`src/sv/fm_index_search_locate_unit_macros.svh`:
```
// Assertion macros shared by the FM-index search and locate unit.
`ifndef FM_INDEX_SEARCH_LOCATE_UNIT_MACROS_SVH
`define FM_INDEX_SEARCH_LOCATE_UNIT_MACROS_SVH

// Same-cycle implication, checked at every rising clock edge outside reset.
`define FMI_ASSERT_NOW(label, clk, rst, ante, cons) \
  label: assert property (@(posedge clk) disable iff (rst) (ante) |-> (cons)) \
    else $error("fm index check failed");

// Next-cycle implication, checked at every rising clock edge outside reset.
`define FMI_ASSERT_NEXT(label, clk, rst, ante, cons) \
  label: assert property (@(posedge clk) disable iff (rst) (ante) |=> (cons)) \
    else $error("fm index check failed");

`endif

```
`src/sv/fmi_pkg.sv`:
```
// Package with types, constants and codes of the FM-index search and locate unit.
`timescale 1ns / 1ps
package fmi_pkg;

  localparam int TEXT_LEN = 1024;
  localparam int ALPHABET = 16;
  localparam int ADDR_W   = $clog2(TEXT_LEN);
  localparam int CNT_W    = ADDR_W + 1;
  localparam int SYM_W    = 4;

  localparam logic [1:0] CMD_LOAD   = 2'd0;
  localparam logic [1:0] CMD_SEARCH = 2'd1;
  localparam logic [1:0] CMD_LOCATE = 2'd2;
  localparam logic [1:0] CMD_UNUSED = 2'd3;

  localparam logic [2:0] STAT_LOADED  = 3'd0;
  localparam logic [2:0] STAT_RANGE   = 3'd1;
  localparam logic [2:0] STAT_NOMATCH = 3'd2;
  localparam logic [2:0] STAT_FOUND   = 3'd3;
  localparam logic [2:0] STAT_REJECT  = 3'd4;

  typedef struct packed {
    logic [1:0]        cmd;
    logic [SYM_W-1:0]  symbol;
    logic              first;
    logic              last;
    logic [ADDR_W-1:0] suffix_pos;
    logic [ADDR_W-1:0] row;
  } fmi_in_t;

  typedef struct packed {
    logic [2:0]        status;
    logic [CNT_W-1:0]  range_low;
    logic [CNT_W-1:0]  range_high;
    logic [CNT_W-1:0]  match_count;
    logic [ADDR_W-1:0] text_position;
  } fmi_out_t;

  typedef logic [ALPHABET-1:0][CNT_W-1:0] fmi_occ_row_t;

  typedef struct packed {
    logic              start;
    logic [ADDR_W-1:0] dividend;
    logic [CNT_W-1:0]  divisor;
  } fmi_div_req_t;

  typedef struct packed {
    logic busy;
    logic done;
    logic divisible;
  } fmi_div_stat_t;

  typedef enum logic [2:0] {
    FSM_IDLE,
    FSM_LD_DIV,
    FSM_SR_LO,
    FSM_SR_HI,
    FSM_LC_CHK,
    FSM_WAIT
  } fmi_state_t;

endpackage

```
`src/sv/fmi_mod_unit.sv`:
```
// Bit-serial remainder unit: tells whether a suffix position divides by the sample rate.
`timescale 1ns / 1ps
module fmi_mod_unit (
  input  logic                  clk,
  input  logic                  rst,
  input  fmi_pkg::fmi_div_req_t req,
  output fmi_pkg::fmi_div_stat_t stat
);
  import fmi_pkg::*;

  logic [CNT_W-1:0]         rem;
  logic [ADDR_W-1:0]        quo;
  logic [CNT_W-1:0]         divisor;
  logic [$clog2(ADDR_W):0]  cnt;
  logic                     busy;
  logic                     done;
  logic [CNT_W:0]           trial;

  // Shift in one dividend bit, subtract the divisor where it fits.
  assign trial = {rem, quo[ADDR_W-1]};

  always_ff @(posedge clk) begin
    if (rst) begin
      busy <= 1'b0;
      done <= 1'b0;
      cnt  <= '0;
    end else begin
      done <= 1'b0;
      if (req.start) begin
        busy    <= 1'b1;
        cnt     <= ($clog2(ADDR_W)+1)'(ADDR_W);
        rem     <= '0;
        quo     <= req.dividend;
        divisor <= req.divisor;
      end else if (busy) begin
        quo <= {quo[ADDR_W-2:0], 1'b0};
        if (trial >= {1'b0, divisor}) begin
          rem <= CNT_W'(trial - {1'b0, divisor});
        end else begin
          rem <= CNT_W'(trial);
        end
        cnt <= cnt - 1'b1;
        if (cnt == ($clog2(ADDR_W)+1)'(1)) begin
          busy <= 1'b0;
          done <= 1'b1;
        end
      end
    end
  end

  assign stat.busy      = busy;
  assign stat.done      = done;
  assign stat.divisible = (rem == '0);

endmodule
```
`config.mk`:
```
export PLATFORM = sky130hd
export DESIGN_NAME = fmi_mod_unit
export DESIGN_NICKNAME = d
export VERILOG_FILES = /design/src/sv/fm_index_search_locate_unit_macros.svh /design/src/sv/fmi_pkg.sv /design/src/sv/fmi_mod_unit.sv
export SDC_FILE = /design/constraint.sdc
export NUM_CORES = 1
export LEC_CHECK = 0
export ABC_AREA = 1
export BUFFER_PORTS_ARGS = -buffer_cell sky130_fd_sc_hd__buf_2
export CAP_MARGIN = 15
export CORE_MARGIN = 3
export CORE_UTILIZATION = 36
export DETAILED_ROUTE_END_ITERATION = 7
export HOLD_SLACK_MARGIN = 0.02
export PLACE_DENSITY = 0.62
export SETUP_SLACK_MARGIN = 0.1
export SYNTH_ARGS = -nofsm -noshare
export SYNTH_HDL_FRONTEND = slang
export SYNTH_SLANG_ARGS = --single-unit
```
`constraint.sdc`:
```
create_clock -name clk -period 3.2 [get_ports clk]
set_clock_uncertainty 0.05 [all_clocks]
set_input_delay 0.64 -clock clk [delete_from_list [all_inputs] [get_ports clk]]
set_output_delay 0.64 -clock clk [all_outputs]
set_load 0.05 [all_outputs]
```
==> impl_results.md <==
* Worst-Skew Late Latency at 290 ps
* Post-synth cell types at 29
* Logic pwr share at approximately 22%
* Post-synth EDFFs at 32
* Core area at around 0.0061 mm^2
* Leak at ~1.3 nW
* Slew headroom at approximately 50%
* Reg2Reg Launch Point: quo[9]
* DIE HEIGHT at 86.62 um
* CTS tree: yes
* Tot GR Track Use at 13.67%
* # IOs at 27
* Gr ovfl total at 0
* Layout net count at 358
* Synth async-reset ratio at 0%
* Cell area after layout at approximately 0.0027 mm^2
* Util after Layout at a little over two fifths
* First-pass GRT wire length at 7969 um
* Post-synth top flop: edfxtp_1
* Critical-path cell list: nor4_1, nand2_1, nor4_1, buf_2
* Minimum clock period at 2381 ps
* YS warnings at 0
* Via-per-instance ratio at 4.626
* Status: complete, no violations
* Sink Count at 39
* Post-CTS resize count at 0
* Routed Antenna Nets at 0
* Fillers at between 600 and 700
* CP arrival at around 1700 ps
* Synth Net Count at 329
* Slew Limit Fails at 0
* Cell taking the most area after synthesis: edfxtp_1
* Initial antenna violation count at 0
* CP bufs+invs at 1
* #FFs+latches synth at 39
* Crit end category: output pin
* DRT Wirelength at approximately 4500 um
* Internal power at 0.001027 W
* DPL Wire Length at 3488 um
* Clk pwr share at 33.8%
* Root Driver: clkbuf_8
* Share of post-route cells with drive strength above 1 at 15.89%
* Chip width at slightly below 90 um
* Buffers on Ports at 26
* Worst reg-to-reg setup slack at 860 ps
* Post-Syn Area at 0.002340 mm^2
* VDD IR max at ~260 uV
* DR DRC count at 0
* Critical Path RT at 2510 ps
* 1st-pass router iterations at 4
* Sequential share of the synthesized area at 47.06%
* Synth top area share at 41.07%
* Final setup fails at 0
* CP Launch Type: flip-flop
* Worst Tran Pin Value at 743.8 ps
* Via count at 1,832
* Crit-path max cell delay at 430 ps
* Num CTS Buffers at 5
* ANT cells at 0
* Largest net degree at the start of global routing at 25
* Placer Congestion at 0.8017
* # Post-CTS Setup Buffers at 0
* Crit-path most repeated cell: nor4_1
* DR iter-0 viols at roughly 110
* Routed WL per cell at 11.46 um
* Cells after Synth at a little under 300
* Top post-synthesis cells by area: edfxtp_1 (41%), nand2_1 (14%), inv_1 (7.9%)
* # rows at 28
* Setup_tns at 0 ps
* Slowest cell on crit path: edfxtp_1
* Avg Inst Size Synth at 8.040 um^2
* Worst path top cell family by delay: simple AND/OR/NAND/NOR gates
* Layout area overhead at 14.39%
* CP Max Fanout at 3
* Die area at 0.007503 mm^2
* RSZ-0062 raised after global routing: no
* Sink of the worst hold path: quo[7]
* Hold path cells at 2
* Hold Vio Cnt, Final at 0
* Sw Share at 27.42%
* Final worst path period share at approximately 74%
* Max Cap Violations at 0
* H-tree Lvls at 2
* R2r endpoint: rem[8]
* Min-delay src: quo[6]
* Placed Instance Area at 0.002544 mm^2
* Clock transition at path regs at roughly 80 ps
* Net load switching power at between 0.0003 and 0.0004 W
* Flop pwr share at 43.8%
* P per Cell Area at 528.5 mW/mm^2
* CTS max path bufs at 2
* Worst Hold Class: flip-flop to flip-flop
* Reg2reg path depth at 13
* Hold buffer count at CTS at 0
* Initial Util at 38.38%
* Number of global-route vias before repair at 1,812
* Max Freq at 0.4200 GHz
* Critical path class: flip-flop to output pin
[synth_stat cells (5+ instances only)]
cell,instances
edfxtp_1,32
a21oi_1,5
ha_1,13
nand3_1,12
nor4_1,5
o21ai_1,6
inv_1,49
nand4_1,5
dfxtp_1,7
nand2_1,87
nor2_1,38
[flip-flops by register name, indices dropped and copies added, names as in the netlist]
signal	cells
divisor	11
rem	11
quo	10
cnt	5
busy	1
done	1
[power by group through the flow]
stage,Sequential [W],Clock (W),Combinational (W)
floorplan,0.000625,0,0.000250
finish,0.000620,0.000478,0.000317
CTS,0.000620,0.000490,0.000319
global route,0.000625,0.000512,0.000369
detailed placement,0.000631,0,0.000318
global placement,0.000630,0,0.000313
[tightest hold or removal path: stages, from the launching register on]
cell and delay (ps):
edfxtp_1 320, nand2_1 60, nand2_1 50
[worst max-delay path by stage]
stage	startpoint	to	depth (start not counted)
floorplan	rem[0]	stat[0]	3
finish	rem[7]	stat[0]	4
CTS	rem[0]	stat[0]	4
global route	rem[7]	stat[0]	4
global placement	req[21]	divisor[10]	4
detailed placement	req[21]	divisor[10]	4
[layout by cell type, fill, tap and decap left out]
cell	instances
a21oi_2	1
nand4_1	5
nor4_1	5
inv_1	49
xnor2_1	2
nand2_2	3
xor2_1	3
nand3_4	1
buf_4	2
nor3_1	1
o21ai_1	6
a31oi_1	2
edfxtp_1	32
nor2_2	2
ha_1	13
fa_1	1
clkbuf_8	5
bufinv_16	2
nor2_1	38
buf_2	26
inv_2	2
nand2_1	87
a21oi_1	4
o21ai_2	3
or2_2	2
clkbuf_1	1
dfxtp_1	7
o21ai_0	2
nand3_1	12
or2_4	1
nand2_4	1
[cell families (layout without fill, tap and decap cells)]
kind of cell | Yosys count | in the layout | share of synthesized area, %
simple gates | 158 | 158 | 28.98
buf+inv | 57 | 87 | 9.840
flops | 39 | 39 | 47.06
compound gates | 18 | 18 | 4.439
fa+ha+maj | 14 | 14 | 7.808
xor+xnor | 5 | 5 | 1.872
[metrics by stage]
step | hold slack [ps] | instances | worst slack [ps] | power (W)
after CTS | 466.8 | 396 | 780.9 | 0.001429
after global routing | 465.5 | 396 | 616.7 | 0.001506
after floorplan | 424.9 | 291 | 297.8 | 0.0008743
after global placement | 446.2 | 388 | 914.6 | 0.0009438
after detailed placement | 459.1 | 388 | 804.6 | 0.0009485
final | 467.4 | 396 | 818.8 | 0.001414
[layer usage]
layer / track usage [%] / wire length [um] / share of wire, %
met1: 17.37 / 2153 / 47
met2: 22.39 / 2052 / 45
met3: 2.757 / 229 / 5.0
met4: 6.091 / 104 / 2.3
met5: 0 / 0 / 0
[cell type report]
cell class                      count  area (um^2)  area share (%)
Inverter                           51        191.4           7.153
Tap cell                           75        93.84           3.506
Timing Repair Buffer               28        145.1           5.423
Clock inverter                      2        60.06           2.244
Clock buffer                        6        72.57           2.712
Sequential cell                    39         1101           41.14
Multi-Input combinational cell    195         1012           37.82
No activity file was read; power rests on OpenSTA's default activity.
